$ cat config.mk
export PLATFORM = sky130hd
export DESIGN_NAME = object_block_frame_parser
export DESIGN_NICKNAME = d
export VERILOG_FILES = /design/src/rtl/core/obfp_pkg.sv /design/src/rtl/core/obfp_front.sv /design/src/rtl/core/obfp_fifo.sv /design/src/rtl/core/obfp_back.sv /design/src/rtl/core/object_block_frame_parser.sv
export SDC_FILE = /design/constraint.sdc
export NUM_CORES = 1
export LEC_CHECK = 0
export BUFFER_PORTS_ARGS = -buffer_cell sky130_fd_sc_hd__buf_2
export CAP_MARGIN = 20
export CORE_UTILIZATION = 50
export CTS_CLUSTER_DIAMETER = 60
export CTS_CLUSTER_SIZE = 40
export DETAILED_ROUTE_END_ITERATION = 8
export PLACE_DENSITY = 0.7
export SYNTH_ARGS = -nofsm -noshare
export SYNTH_HDL_FRONTEND = slang
export SYNTH_SLANG_ARGS = --single-unit
$ cat constraint.sdc
create_clock -name clk_i -period 13.4 [get_ports clk_i]
set_clock_uncertainty 0.1 [all_clocks]
set_input_delay 0.67 -clock clk_i [delete_from_list [all_inputs] [get_ports clk_i]]
set_output_delay 0.67 -clock clk_i [all_outputs]
set_load 0.02 [all_outputs]
$ cat src/rtl/core/obfp_pkg.sv
// Shared types and constants of the object block frame parser.
package obfp_pkg;

  localparam int unsigned CFG_AW = 2;
  localparam int unsigned CFG_DW = 16;

  localparam logic [CFG_AW-1:0] CFG_START_WORD  = 2'd0;
  localparam logic [CFG_AW-1:0] CFG_COLOR_WORD  = 2'd1;
  localparam logic [CFG_AW-1:0] CFG_RESYNC_WORD = 2'd2;
  localparam logic [CFG_AW-1:0] CFG_LOW_FIRST   = 2'd3;

  localparam logic [15:0] START_WORD_RST  = 16'hAA55;
  localparam logic [15:0] COLOR_WORD_RST  = 16'hAA56;
  localparam logic [15:0] RESYNC_WORD_RST = 16'h55AA;
  localparam logic        LOW_FIRST_RST   = 1'b1;

  localparam logic [15:0] PREV_WORD_INIT = 16'hFFFF;
  localparam int unsigned NORMAL_WORDS   = 5;
  localparam int unsigned OUT_WORDS      = 6;
  localparam int unsigned FIFO_DEPTH     = 2;

  typedef struct packed {
    logic        csum;
    logic        last;
    logic        color;
    logic [15:0] word;
  } word_entry_t;

endpackage

$ cat src/rtl/core/obfp_front.sv
// Front end: byte pairing, sync hunt and word tagging.
module obfp_front import obfp_pkg::*; #(
  parameter int unsigned BLK_WORDS = 6
) (
  input  logic              clk_i,
  input  logic              rst_ni,
  input  logic              cfg_we_i,
  input  logic [CFG_AW-1:0] cfg_addr_i,
  input  logic [CFG_DW-1:0] cfg_wdata_i,
  input  logic              byte_valid_i,
  input  logic [7:0]        byte_i,
  output logic              push_o,
  output word_entry_t       entry_o
);

  localparam int unsigned CW = $clog2(BLK_WORDS + 1);
  localparam int unsigned NORM_LEN =
    (BLK_WORDS < NORMAL_WORDS) ? BLK_WORDS : NORMAL_WORDS;

  localparam logic [1:0] PH_HUNT = 2'd0;
  localparam logic [1:0] PH_DROP = 2'd1;
  localparam logic [1:0] PH_CSUM = 2'd2;
  localparam logic [1:0] PH_DATA = 2'd3;

  logic [15:0]   start_q, color_q, resync_q;
  logic          low_first_q;
  logic [1:0]    phase_q, phase_d;
  logic [7:0]    hold_q, hold_d;
  logic          have_half_q, have_half_d;
  logic [15:0]   prev_q, prev_d;
  logic          kind_q, kind_d;
  logic [CW-1:0] cnt_q, cnt_d;
  logic [15:0]   word;
  logic [CW-1:0] len_cur, cnt_inc;
  logic          last;

  always_ff @(posedge clk_i or negedge rst_ni) begin
    if (!rst_ni) begin
      start_q     <= START_WORD_RST;
      color_q     <= COLOR_WORD_RST;
      resync_q    <= RESYNC_WORD_RST;
      low_first_q <= LOW_FIRST_RST;
    end else if (cfg_we_i) begin
      unique case (cfg_addr_i)
        CFG_START_WORD:  start_q     <= cfg_wdata_i;
        CFG_COLOR_WORD:  color_q     <= cfg_wdata_i;
        CFG_RESYNC_WORD: resync_q    <= cfg_wdata_i;
        CFG_LOW_FIRST:   low_first_q <= cfg_wdata_i[0];
        default: ;
      endcase
    end
  end

  assign word    = low_first_q ? {byte_i, hold_q} : {hold_q, byte_i};
  assign len_cur = kind_q ? CW'(BLK_WORDS) : CW'(NORM_LEN);
  assign cnt_inc = cnt_q + 1'b1;
  assign last    = (cnt_inc >= len_cur);

  always_comb begin
    phase_d     = phase_q;
    hold_d      = hold_q;
    have_half_d = have_half_q;
    prev_d      = prev_q;
    kind_d      = kind_q;
    cnt_d       = cnt_q;
    push_o      = 1'b0;
    entry_o     = '{csum: 1'b0, last: 1'b0, color: kind_q, word: word};
    if (byte_valid_i) begin
      if (phase_q == PH_DROP) begin
        phase_d = PH_HUNT;
      end else if (!have_half_q) begin
        hold_d      = byte_i;
        have_half_d = 1'b1;
      end else begin
        have_half_d = 1'b0;
        unique case (phase_q)
          PH_HUNT: begin
            if (prev_q == start_q && word == start_q) begin
              kind_d  = 1'b0;
              phase_d = PH_CSUM;
            end else if (prev_q == start_q && word == color_q) begin
              kind_d  = 1'b1;
              phase_d = PH_CSUM;
            end else begin
              if (prev_q != start_q && word == resync_q) begin
                phase_d = PH_DROP;
              end
              prev_d = word;
            end
          end
          PH_CSUM: begin
            push_o       = 1'b1;
            entry_o.csum = 1'b1;
            cnt_d        = '0;
            phase_d      = PH_DATA;
          end
          PH_DATA: begin
            push_o       = 1'b1;
            entry_o.last = last;
            cnt_d        = cnt_inc;
            if (last) begin
              phase_d = PH_HUNT;
              prev_d  = PREV_WORD_INIT;
            end
          end
          default: ;
        endcase
      end
    end
  end

  always_ff @(posedge clk_i or negedge rst_ni) begin
    if (!rst_ni) begin
      phase_q     <= PH_HUNT;
      hold_q      <= '0;
      have_half_q <= 1'b0;
      prev_q      <= PREV_WORD_INIT;
      kind_q      <= 1'b0;
      cnt_q       <= '0;
    end else begin
      phase_q     <= phase_d;
      hold_q      <= hold_d;
      have_half_q <= have_half_d;
      prev_q      <= prev_d;
      kind_q      <= kind_d;
      cnt_q       <= cnt_d;
    end
  end

  a_drop_even: assert property (@(posedge clk_i) disable iff (!rst_ni)
    (phase_q == PH_DROP) |-> !have_half_q)
    else $error("drop phase with half word held");

  a_cnt_range: assert property (@(posedge clk_i) disable iff (!rst_ni)
    (phase_q == PH_DATA) |-> (cnt_q < len_cur))
    else $error("word count past block length");

endmodule

$ cat src/rtl/core/obfp_fifo.sv
// Short word queue between the front and back ends.
module obfp_fifo import obfp_pkg::*; (
  input  logic        clk_i,
  input  logic        rst_ni,
  input  logic        push_i,
  input  word_entry_t entry_i,
  output logic        full_o,
  output logic        valid_o,
  output word_entry_t entry_o,
  input  logic        pop_i
);

  localparam int unsigned PW = (FIFO_DEPTH > 1) ? $clog2(FIFO_DEPTH) : 1;
  localparam int unsigned NW = $clog2(FIFO_DEPTH + 1);

  word_entry_t   mem_q [FIFO_DEPTH];
  logic [PW-1:0] wr_q, rd_q;
  logic [NW-1:0] cnt_q;

  assign full_o  = (cnt_q == NW'(FIFO_DEPTH));
  assign valid_o = (cnt_q != '0);
  assign entry_o = mem_q[rd_q];

  always_ff @(posedge clk_i) begin
    if (push_i) begin
      mem_q[wr_q] <= entry_i;
    end
  end

  always_ff @(posedge clk_i or negedge rst_ni) begin
    if (!rst_ni) begin
      wr_q  <= '0;
      rd_q  <= '0;
      cnt_q <= '0;
    end else begin
      if (push_i) begin
        wr_q <= (wr_q == PW'(FIFO_DEPTH - 1)) ? '0 : wr_q + 1'b1;
      end
      if (pop_i) begin
        rd_q <= (rd_q == PW'(FIFO_DEPTH - 1)) ? '0 : rd_q + 1'b1;
      end
      if (push_i && !pop_i) begin
        cnt_q <= cnt_q + 1'b1;
      end else if (pop_i && !push_i) begin
        cnt_q <= cnt_q - 1'b1;
      end
    end
  end

  a_no_overflow: assert property (@(posedge clk_i) disable iff (!rst_ni)
    push_i |-> !full_o)
    else $error("push into full queue");

endmodule

$ cat src/rtl/core/obfp_back.sv
// Back end: checksum accumulation, data capture and result register.
module obfp_back import obfp_pkg::*; #(
  parameter int unsigned BLK_WORDS = 6
) (
  input  logic        clk_i,
  input  logic        rst_ni,
  input  logic        head_valid_i,
  input  word_entry_t head_i,
  output logic        pop_o,
  output logic        out_valid_o,
  input  logic        out_ready_i,
  output logic        out_color_o,
  output logic [95:0] out_data_o
);

  localparam int unsigned CW = $clog2(BLK_WORDS + 1);
  localparam int unsigned IW = (BLK_WORDS > 1) ? $clog2(BLK_WORDS) : 1;

  logic [15:0]   data_q [BLK_WORDS];
  logic [15:0]   sum_q, exp_q, sum_nxt;
  logic [CW-1:0] idx_q;
  logic          out_valid_q;
  logic          out_color_q;
  logic [95:0]   out_data_q;
  logic [15:0]   blk_w [OUT_WORDS];
  logic [95:0]   blk_flat;
  logic          match;

  assign pop_o   = head_valid_i && (!head_i.last || !out_valid_q || out_ready_i);
  assign sum_nxt = sum_q + head_i.word;
  assign match   = pop_o && head_i.last && (sum_nxt == exp_q);

  for (genvar j = 0; j < OUT_WORDS; j++) begin : g_out
    if (j < BLK_WORDS) begin : g_word
      assign blk_w[j] = (idx_q == CW'(j)) ? head_i.word : data_q[j];
    end else begin : g_zero
      assign blk_w[j] = '0;
    end
    assign blk_flat[16*j +: 16] = blk_w[j];
  end

  always_ff @(posedge clk_i) begin
    if (pop_o && head_i.csum) begin
      for (int k = 0; k < BLK_WORDS; k++) begin
        data_q[k] <= '0;
      end
    end else if (pop_o && idx_q < CW'(BLK_WORDS)) begin
      data_q[idx_q[IW-1:0]] <= head_i.word;
    end
    if (match) begin
      out_color_q <= head_i.color;
      out_data_q  <= blk_flat;
    end
  end

  always_ff @(posedge clk_i or negedge rst_ni) begin
    if (!rst_ni) begin
      sum_q       <= '0;
      exp_q       <= '0;
      idx_q       <= '0;
      out_valid_q <= 1'b0;
    end else begin
      if (pop_o) begin
        if (head_i.csum) begin
          exp_q <= head_i.word;
          sum_q <= '0;
          idx_q <= '0;
        end else begin
          sum_q <= sum_nxt;
          idx_q <= idx_q + 1'b1;
        end
      end
      if (match) begin
        out_valid_q <= 1'b1;
      end else if (out_ready_i) begin
        out_valid_q <= 1'b0;
      end
    end
  end

  assign out_valid_o = out_valid_q;
  assign out_color_o = out_color_q;
  assign out_data_o  = out_data_q;

  a_match_emits: assert property (@(posedge clk_i) disable iff (!rst_ni)
    match |=> out_valid_q)
    else $error("matching block not presented");

endmodule

$ cat src/rtl/core/object_block_frame_parser.sv
// Top level of the object block frame parser.
//
//  channel  dir  handshake                     payload
//  s_axis   in   s_axis_tvalid/s_axis_tready   tdata: rx_byte
//  m_axis   out  m_axis_tvalid/m_axis_tready   tuser: is_color_code, tdata: six words
//  cfg      in   cfg_we_i                      cfg_addr_i, cfg_wdata_i
//
//  One byte per cycle while the word queue has room; each result is registered.
//  The front end is paced only by the two-entry word queue; the back end drains
//  one word a cycle and stalls only on a block end while a held result is not taken.
//  Reset returns the parser to hunting with the previous word all ones.
module object_block_frame_parser import obfp_pkg::*; #(
  parameter int unsigned BLK_WORDS = 6
) (
  input  logic              clk_i,
  input  logic              rst_ni,
  input  logic              cfg_we_i,
  input  logic [CFG_AW-1:0] cfg_addr_i,
  input  logic [CFG_DW-1:0] cfg_wdata_i,
  input  logic              s_axis_tvalid,
  output logic              s_axis_tready,
  input  logic [7:0]        s_axis_tdata,   // [7:0] rx_byte
  output logic              m_axis_tvalid,
  input  logic              m_axis_tready,
  output logic [95:0]       m_axis_tdata,   // signature, pos_x, pos_y, obj_width,
                                            // obj_height, obj_angle (16 bits each)
  output logic              m_axis_tuser    // [0] is_color_code
);

  logic        q_full, q_valid, push, pop, byte_valid;
  word_entry_t push_entry, head_entry;

  assign s_axis_tready = !q_full;
  assign byte_valid    = s_axis_tvalid && s_axis_tready;

  obfp_front #(.BLK_WORDS(BLK_WORDS)) u_front (
    .clk_i        (clk_i),
    .rst_ni       (rst_ni),
    .cfg_we_i     (cfg_we_i),
    .cfg_addr_i   (cfg_addr_i),
    .cfg_wdata_i  (cfg_wdata_i),
    .byte_valid_i (byte_valid),
    .byte_i       (s_axis_tdata),
    .push_o       (push),
    .entry_o      (push_entry)
  );

  obfp_fifo u_fifo (
    .clk_i   (clk_i),
    .rst_ni  (rst_ni),
    .push_i  (push),
    .entry_i (push_entry),
    .full_o  (q_full),
    .valid_o (q_valid),
    .entry_o (head_entry),
    .pop_i   (pop)
  );

  obfp_back #(.BLK_WORDS(BLK_WORDS)) u_back (
    .clk_i        (clk_i),
    .rst_ni       (rst_ni),
    .head_valid_i (q_valid),
    .head_i       (head_entry),
    .pop_o        (pop),
    .out_valid_o  (m_axis_tvalid),
    .out_ready_i  (m_axis_tready),
    .out_color_o  (m_axis_tuser),
    .out_data_o   (m_axis_tdata)
  );

endmodule

## After elaboration in Yosys (flattened, before gate mapping)

Memory sizes are Yosys's and may differ from the RTL's.
Cells that the tools add are included.

| storage, ports and cells | value |
|---|---|
| register bits | 217 |
| bits in read-only memories | 0 |
| bits in latches | 0 |
| logic and storage cells | 147 |
| output and inout bits | 99 |
| input bits | 31 |
| memories | 2 |
| bits in writable memories | 134 |

Memory list:

| memory | words | width | rd ports | clocked after Yosys merged registers in | write ports | line | source |
|---|---|---|---|---|---|---|---|
| u_back.data_q | 6 | 16 | 6 | 0 | 6 | obfp_back.sv:19 | `logic [15:0] data_q [BLK_WORDS];` |
| u_fifo.mem_q | 2 | 19 | 1 | 0 | 1 | obfp_fifo.sv:16 | `word_entry_t mem_q [FIFO_DEPTH];` |

| cells by class | value |
|---|---|
| reduce and logical (&&, ||, !) cells | 42 |
| $lt $le $gt $ge | 2 |
| bitwise operators | 2 |
| shift-type cells | 0 |
| multiply operators | 0 |
| equality and inequality tests | 23 |
| mux-type cells | 50 |
| add/subtract/negate cells | 7 |
| div/mod/pow operators | 0 |

Operators with widths:

| operator | count |
|---|---|
| 16-bit 2-to-1 mux | 12 |
| 16-bit == test | 5 |
| 16-bit case mux with 2 select lines | 1 |
| 2-bit 2-to-1 mux | 12 |
| 1-bit 2-to-1 mux | 21 |
| 16-bit adder | 1 |
| 16-bit inequality test | 1 |
| 16-bit OR reduction | 1 |
| 2-bit nonzero test | 7 |
| 2-bit AND reduction | 6 |
| 1-bit logical AND | 11 |
| 2-bit == test (second input constant) | 5 |
| 5-bit AND reduction | 2 |
| 7-bit AND reduction | 1 |
| 3-bit by 1-bit adder with 3-bit output (second input constant) | 2 |
| 3-bit by 2-bit == test with 1-bit output (second input constant) | 2 |
| 3-bit == test (second input constant) | 2 |
| 3-bit 2-to-1 mux | 2 |
| 2-bit case mux with 3 select lines | 1 |
| 3-bit case mux with 2 select lines | 1 |
| 1-bit zero test | 5 |
| 5-bit by 1-bit inequality test with 1-bit output (second input constant) | 1 |
| 2-bit by 1-bit == test with 1-bit output (second input constant) | 2 |
| 2-bit zero test | 2 |
| other kinds (16) | 20 |

## Depth between registers and ports, before layout

An unclocked memory read counts as a cell.

| depth | value |
|---|---|
| depth after elaboration | 11 |
| depth in mapped cells | 14 |
| gate-level depth less buffers | 13 |

## By module

A second synthesis with hierarchy kept.

| unflattened totals | value |
|---|---|
| cell total of the unflattened synthesis | 1261 |
| area, all modules | 16649.7 um2 |

By module, submodules not included:

| module | times used | sequential area each (um2) | cells an instance | area each (um2) |
|---|---|---|---|---|
| obfp_back | 1 | 6696.4 | 739 | 10232.3 |
| obfp_front | 1 | 2053.2 | 445 | 4767.1 |
| obfp_fifo | 1 | 1241.2 | 75 | 1640.3 |
| object_block_frame_parser | 1 | 0.0 | 2 | 10.0 |

## Least setup slack after synthesis

OpenSTA, ideal clock, no wires.

| timing path | value |
|---|---|
| path type | reg-to-reg |
| start | register u_fifo.rd_q |
| end | register u_back.out_color_q (netlist: u_back.out_color_o) (enable) |
| setup time | 0.606 ns |
| path slack | 4.084 ns |
| cell stages (with the launch flop) | 15 |
| data arrival time | 8.610 ns |
| period minus slack after synthesis | 9.316 ns |
| cells stage by stage | dfrtp_1 -> buf_2 -> mux2i_1 -> inv_1 -> ha_1 -> inv_1 -> fa_1 -> xor2_1 -> o211ai_1 -> or4_1 -> nand2b_1 -> nor4_1 -> nand4b_1 -> nand4bb_1 -> nor4b_2 |

RTL lines:

| what | line | source |
|---|---|---|
| start, declared | obfp_fifo.sv:17 | `logic [PW-1:0] wr_q, rd_q;` |
| start signal, assigned | obfp_fifo.sv:40 | `rd_q <= (rd_q == PW'(FIFO_DEPTH - 1)) ? '0 : rd_q + 1'b1;` |
| end signal, assigned | obfp_back.sv:51 | `out_color_q <= head_i.color;` |
| end, declared | obfp_back.sv:23 | `logic out_color_q;` |

==> results by group <==
Setup path
  • Worst endpoint required time: 13.48 ns
  • CP Capture Type: register
  • CP arrival: around 6 ns
  • Reg2reg setup slack: between 7 and 8 ns
  • Crit Path Max Fanout: 80
  • Startpoint types: register
  • CP Class: register to register
  • R2r worst-path depth: 13

Drt
  • Antenna-violating nets left: 0
  • Starting DRT DRC Count: 877
  • Final WL: slightly below 40000 um
  • Vias: approximately 11000
  • DRC Markers: 0
  • DRT Pass-1 Iters: 5
  • Drt via density: between 5 and 6
  • Average routed wire per standard cell: 20.1 um

Synth
  • Multiplexer share of the synthesized area: 0.0699
  • Post-synthesis sequential area ratio: 0.603
  • Netlist Area Pre-Place: about 0.017 mm^2
  • Syn Area/Cell: 11.7 um^2
  • Count of different cell masters after synthesis: 78
  • #FFs+latches synth: 351
  • Largest family of logic cells by synthesized area: simple AND/OR/NAND/NOR gates
  • Yosys warnings: 0
  • Post-Syn Nets: 1466
  • Synth Instances: 1410
  • Synth Area in Simple Gates: 0.136
  • Ys flop type: edfxtp_1
  • Post-synth ARST share: 0.342
  • Post-synthesis xor/xnor area fraction: 0.0400
  • Compound-cell area share of the yosys netlist: 0.0942
  • Synth Area in Adders: 0.0193
  • Number of synthesized flops with an enable pin: about 230

Placed design
  • Port Buffers: 129
  • Post-DP Area: ~0.018 mm^2
  • Place WS: 7.47 ns
  • Dpl hpwl: 27500 um
  • Routability cong.: 0.910

Clocking
  • Postcts setup bufs: 0
  • Cts bufs inserted: 27
  • CTS tree: done
  • Clock tree buffer depth: 3
  • Num Clock Sinks: 351
  • Hold-fix buffers at CTS: 0
  • H-tree levels: 1
  • Clk slew on worst S/H paths: roughly 0.080 ns
  • Skew-Pair Late Insertion Delay: roughly 0.56 ns
  • Post-cts resize count: 0
  • Root Driver: clkbuf_16

STA
  • Least-Margin Pin Slew: 1.07 ns
  • Setup slack after layout: 7.37 ns
  • Setup TNS: 0 ns
  • Crit share post-route: 0.450
  • WHS: 0.0748 ns
  • Min Tclk post-route: 6.03 ns
  • Final setup violation count: 0
  • Rel. slew slack: 0.263
  • RSZ-0062 raised after global routing: false
  • Pins Over Slew Limit: 0
  • Max Clock Freq: 166 MHz
  • Fin. Hold Viols: 0

Pwr
  • Pwr/cell area: 198 mW/mm^2
  • Max rail drop VDD: 133 uV
  • Static Leak: 7.45 nW

GRT
  • Initial antenna violation count: 1
  • Vias in the first global route: 10600
  • Global Route met1 Usage: 0.309
  • Gr usage total: 0.237
  • Met3 Use GR: 0.0285
  • GRT Residual Overflow: 0
  • First-pass GRT wire length: 60700 um
  • Met2 Usage GRT: 0.410
  • Largest net degree at the start of global routing: 81
  • GRT busiest layer: met2

Floorplan
  • I/O pin count: 130
  • Die Y: roughly 180 um
  • Core area: 0.0325 mm^2
  • Row Count: 66
  • Initial Utilization: 0.509
  • Chip width: 184 um
  • Die ar.: 0.0339 mm^2

Finish
  • Design Area, Final: 0.0186 mm^2
  • FILL cells: 2705
  • Share of cells above drive strength 1: 0.203
  • # diodes: 0
  • Fin nets: 1569
  • Layout area overhead: 12.4%

Outcome
  • Status: finished clean

Job
  • Max-Cap Viols: 0

Hold path
  • Hold Crit Class: input pin to asynchronous set/reset pin
==> registers in the layout, indices dropped and copies added (netlist names), 16 cells and up <==
signal	flops
u_back.data_q	96
u_back.exp_q	16
u_back.out_data_o	96
u_back.sum_q	16
u_fifo.mem_q	38
u_front.color_q	16
u_front.prev_q	16
u_front.resync_q	16
u_front.start_q	16
==> critical path, cell delays in order (launching register included) <==
cell       delay [ns]
dfrtp_1          0.72
buf_4            0.36
mux2i_1          0.91
inv_1            0.18
ha_1             0.47
o2111ai_1        0.18
a31oi_1          0.18
o31a_1           0.31
o311ai_1         0.39
xnor2_1          0.20
o211ai_1         0.17
nor4b_4          0.30
buf_4            0.33
buf_4            0.81
==> worst paths after layout <==
check                                        startpoint                              end
max                             u_fifo.rd_q$_DFFE_PN0P_  u_back.out_data_o[75]$_DFFE_PP_
max in group asynchronous                        rst_ni  u_front.resync_q[4]$_DFFE_PN0P_
min reg2reg                u_front.cnt_q[1]$_DFFE_PN0P_     u_front.cnt_q[1]$_DFFE_PN0P_
min in group clk_i                      cfg_wdata_i[15]  u_front.start_q[15]$_DFFE_PN1P_
min                                              rst_ni     u_back.sum_q[10]$_DFFE_PN0P_
max reg2reg                     u_fifo.rd_q$_DFFE_PN0P_  u_back.out_data_o[75]$_DFFE_PP_
==> layout make-up <==
class                           count  area [um^2]  area share
Clock inverter                     20          268      0.0144
Tap cell                          442          553      0.0297
Clock buffer                       29          726      0.0390
Timing Repair Buffer              149          818      0.0440
Multi-Input combinational cell    912         5990       0.322
Sequential cell                   351         9990       0.537
Inverter                           72          270      0.0145
==> through the flow <==
step	cells	util	total power, mW
floorplan	1410	-	2.44
finish	1975	0.572	3.68
global placement	1925	0.541	2.77
CTS	1974	0.571	3.70
global route	1975	0.572	3.87
detailed placement	1925	0.541	2.81
==> report_power, final <==
| part | switching (mW) | total (mW) | internal, mW |
|---|---|---|---|
| clock | 0.431 | 0.889 | 0.458 |
| sequential | 0.165 | 1.63 | 1.47 |
| combinational | 0.737 | 1.16 | 0.421 |
| total | 1.33 | 3.68 | 2.35 |
==> cell usage in the layout (no fill, tap or decap), types with 5 or more instances in the layout <==
master | synthesis | layout
edfxtp_1 | 231 | 231
nor2_1 | 175 | 174
nand2_1 | 133 | 133
buf_2 | 24 | 128
o21ai_0 | 96 | 96
dfrtp_1 | 79 | 79
inv_1 | 71 | 71
a21oi_1 | 71 | 71
mux2_2 | 55 | 55
mux2i_1 | 47 | 45
dfstp_2 | 41 | 41
xnor2_1 | 37 | 37
nor4bb_1 | 34 | 34
clkbuf_16 | 0 | 29
ha_1 | 24 | 24
xor2_1 | 23 | 23
buf_4 | 1 | 20
nand2b_1 | 19 | 19
a31oi_1 | 19 | 19
nand4_1 | 15 | 15
nor4_1 | 14 | 14
nand3_1 | 14 | 14
o211ai_1 | 13 | 13
nor2b_1 | 9 | 9
and2_1 | 9 | 9
nor3_1 | 8 | 8
a21o_1 | 6 | 6
xnor3_1 | 5 | 5
o31ai_1 | 5 | 5
a22o_1 | 5 | 5
inv_8 | 0 | 5
==> metal layers <==
metal	vias to the layer above	wire, um	share of wire
met2	383	19600	0.49
li1	5260	-	-
met3	66	2410	0.061
met1	5446	16400	0.41
met4	2	1280	0.032
met5	-	9	0.00023
==> cell families after synthesis <==
family,Yosys count
XOR/XNOR,66
AND/OR/NAND/NOR,459
buffers and inverters,147
AO/OA/AOI/OAI,257
adder cells (fa/ha/maj),25
multiplexers,105
flip-flops,351
==> Yosys cell counts (14+ instances only) <==
| library cell | count | area (um^2) |
|---|---|---|
| inv_1 | 71 | 267 |
| nand3_1 | 14 | 70.1 |
| mux2i_1 | 47 | 470 |
| nor4bb_1 | 34 | 340 |
| nor4_1 | 14 | 87.6 |
| nand2_1 | 133 | 499 |
| clkbuf_1 | 45 | 169 |
| nand2b_1 | 19 | 119 |
| nand4_1 | 15 | 93.8 |
| dfrtp_1 | 79 | 1980 |
| xnor2_1 | 37 | 324 |
| nor2_1 | 175 | 657 |
| mux2_2 | 55 | 619 |
| ha_1 | 24 | 300 |
| xor2_1 | 23 | 201 |
| a31oi_1 | 19 | 119 |
| dfstp_2 | 41 | 1080 |
| buf_2 | 24 | 120 |
| edfxtp_1 | 231 | 6940 |
| o21ai_0 | 96 | 480 |
| a21oi_1 | 71 | 355 |
Power figures use the tool's default switching activity.
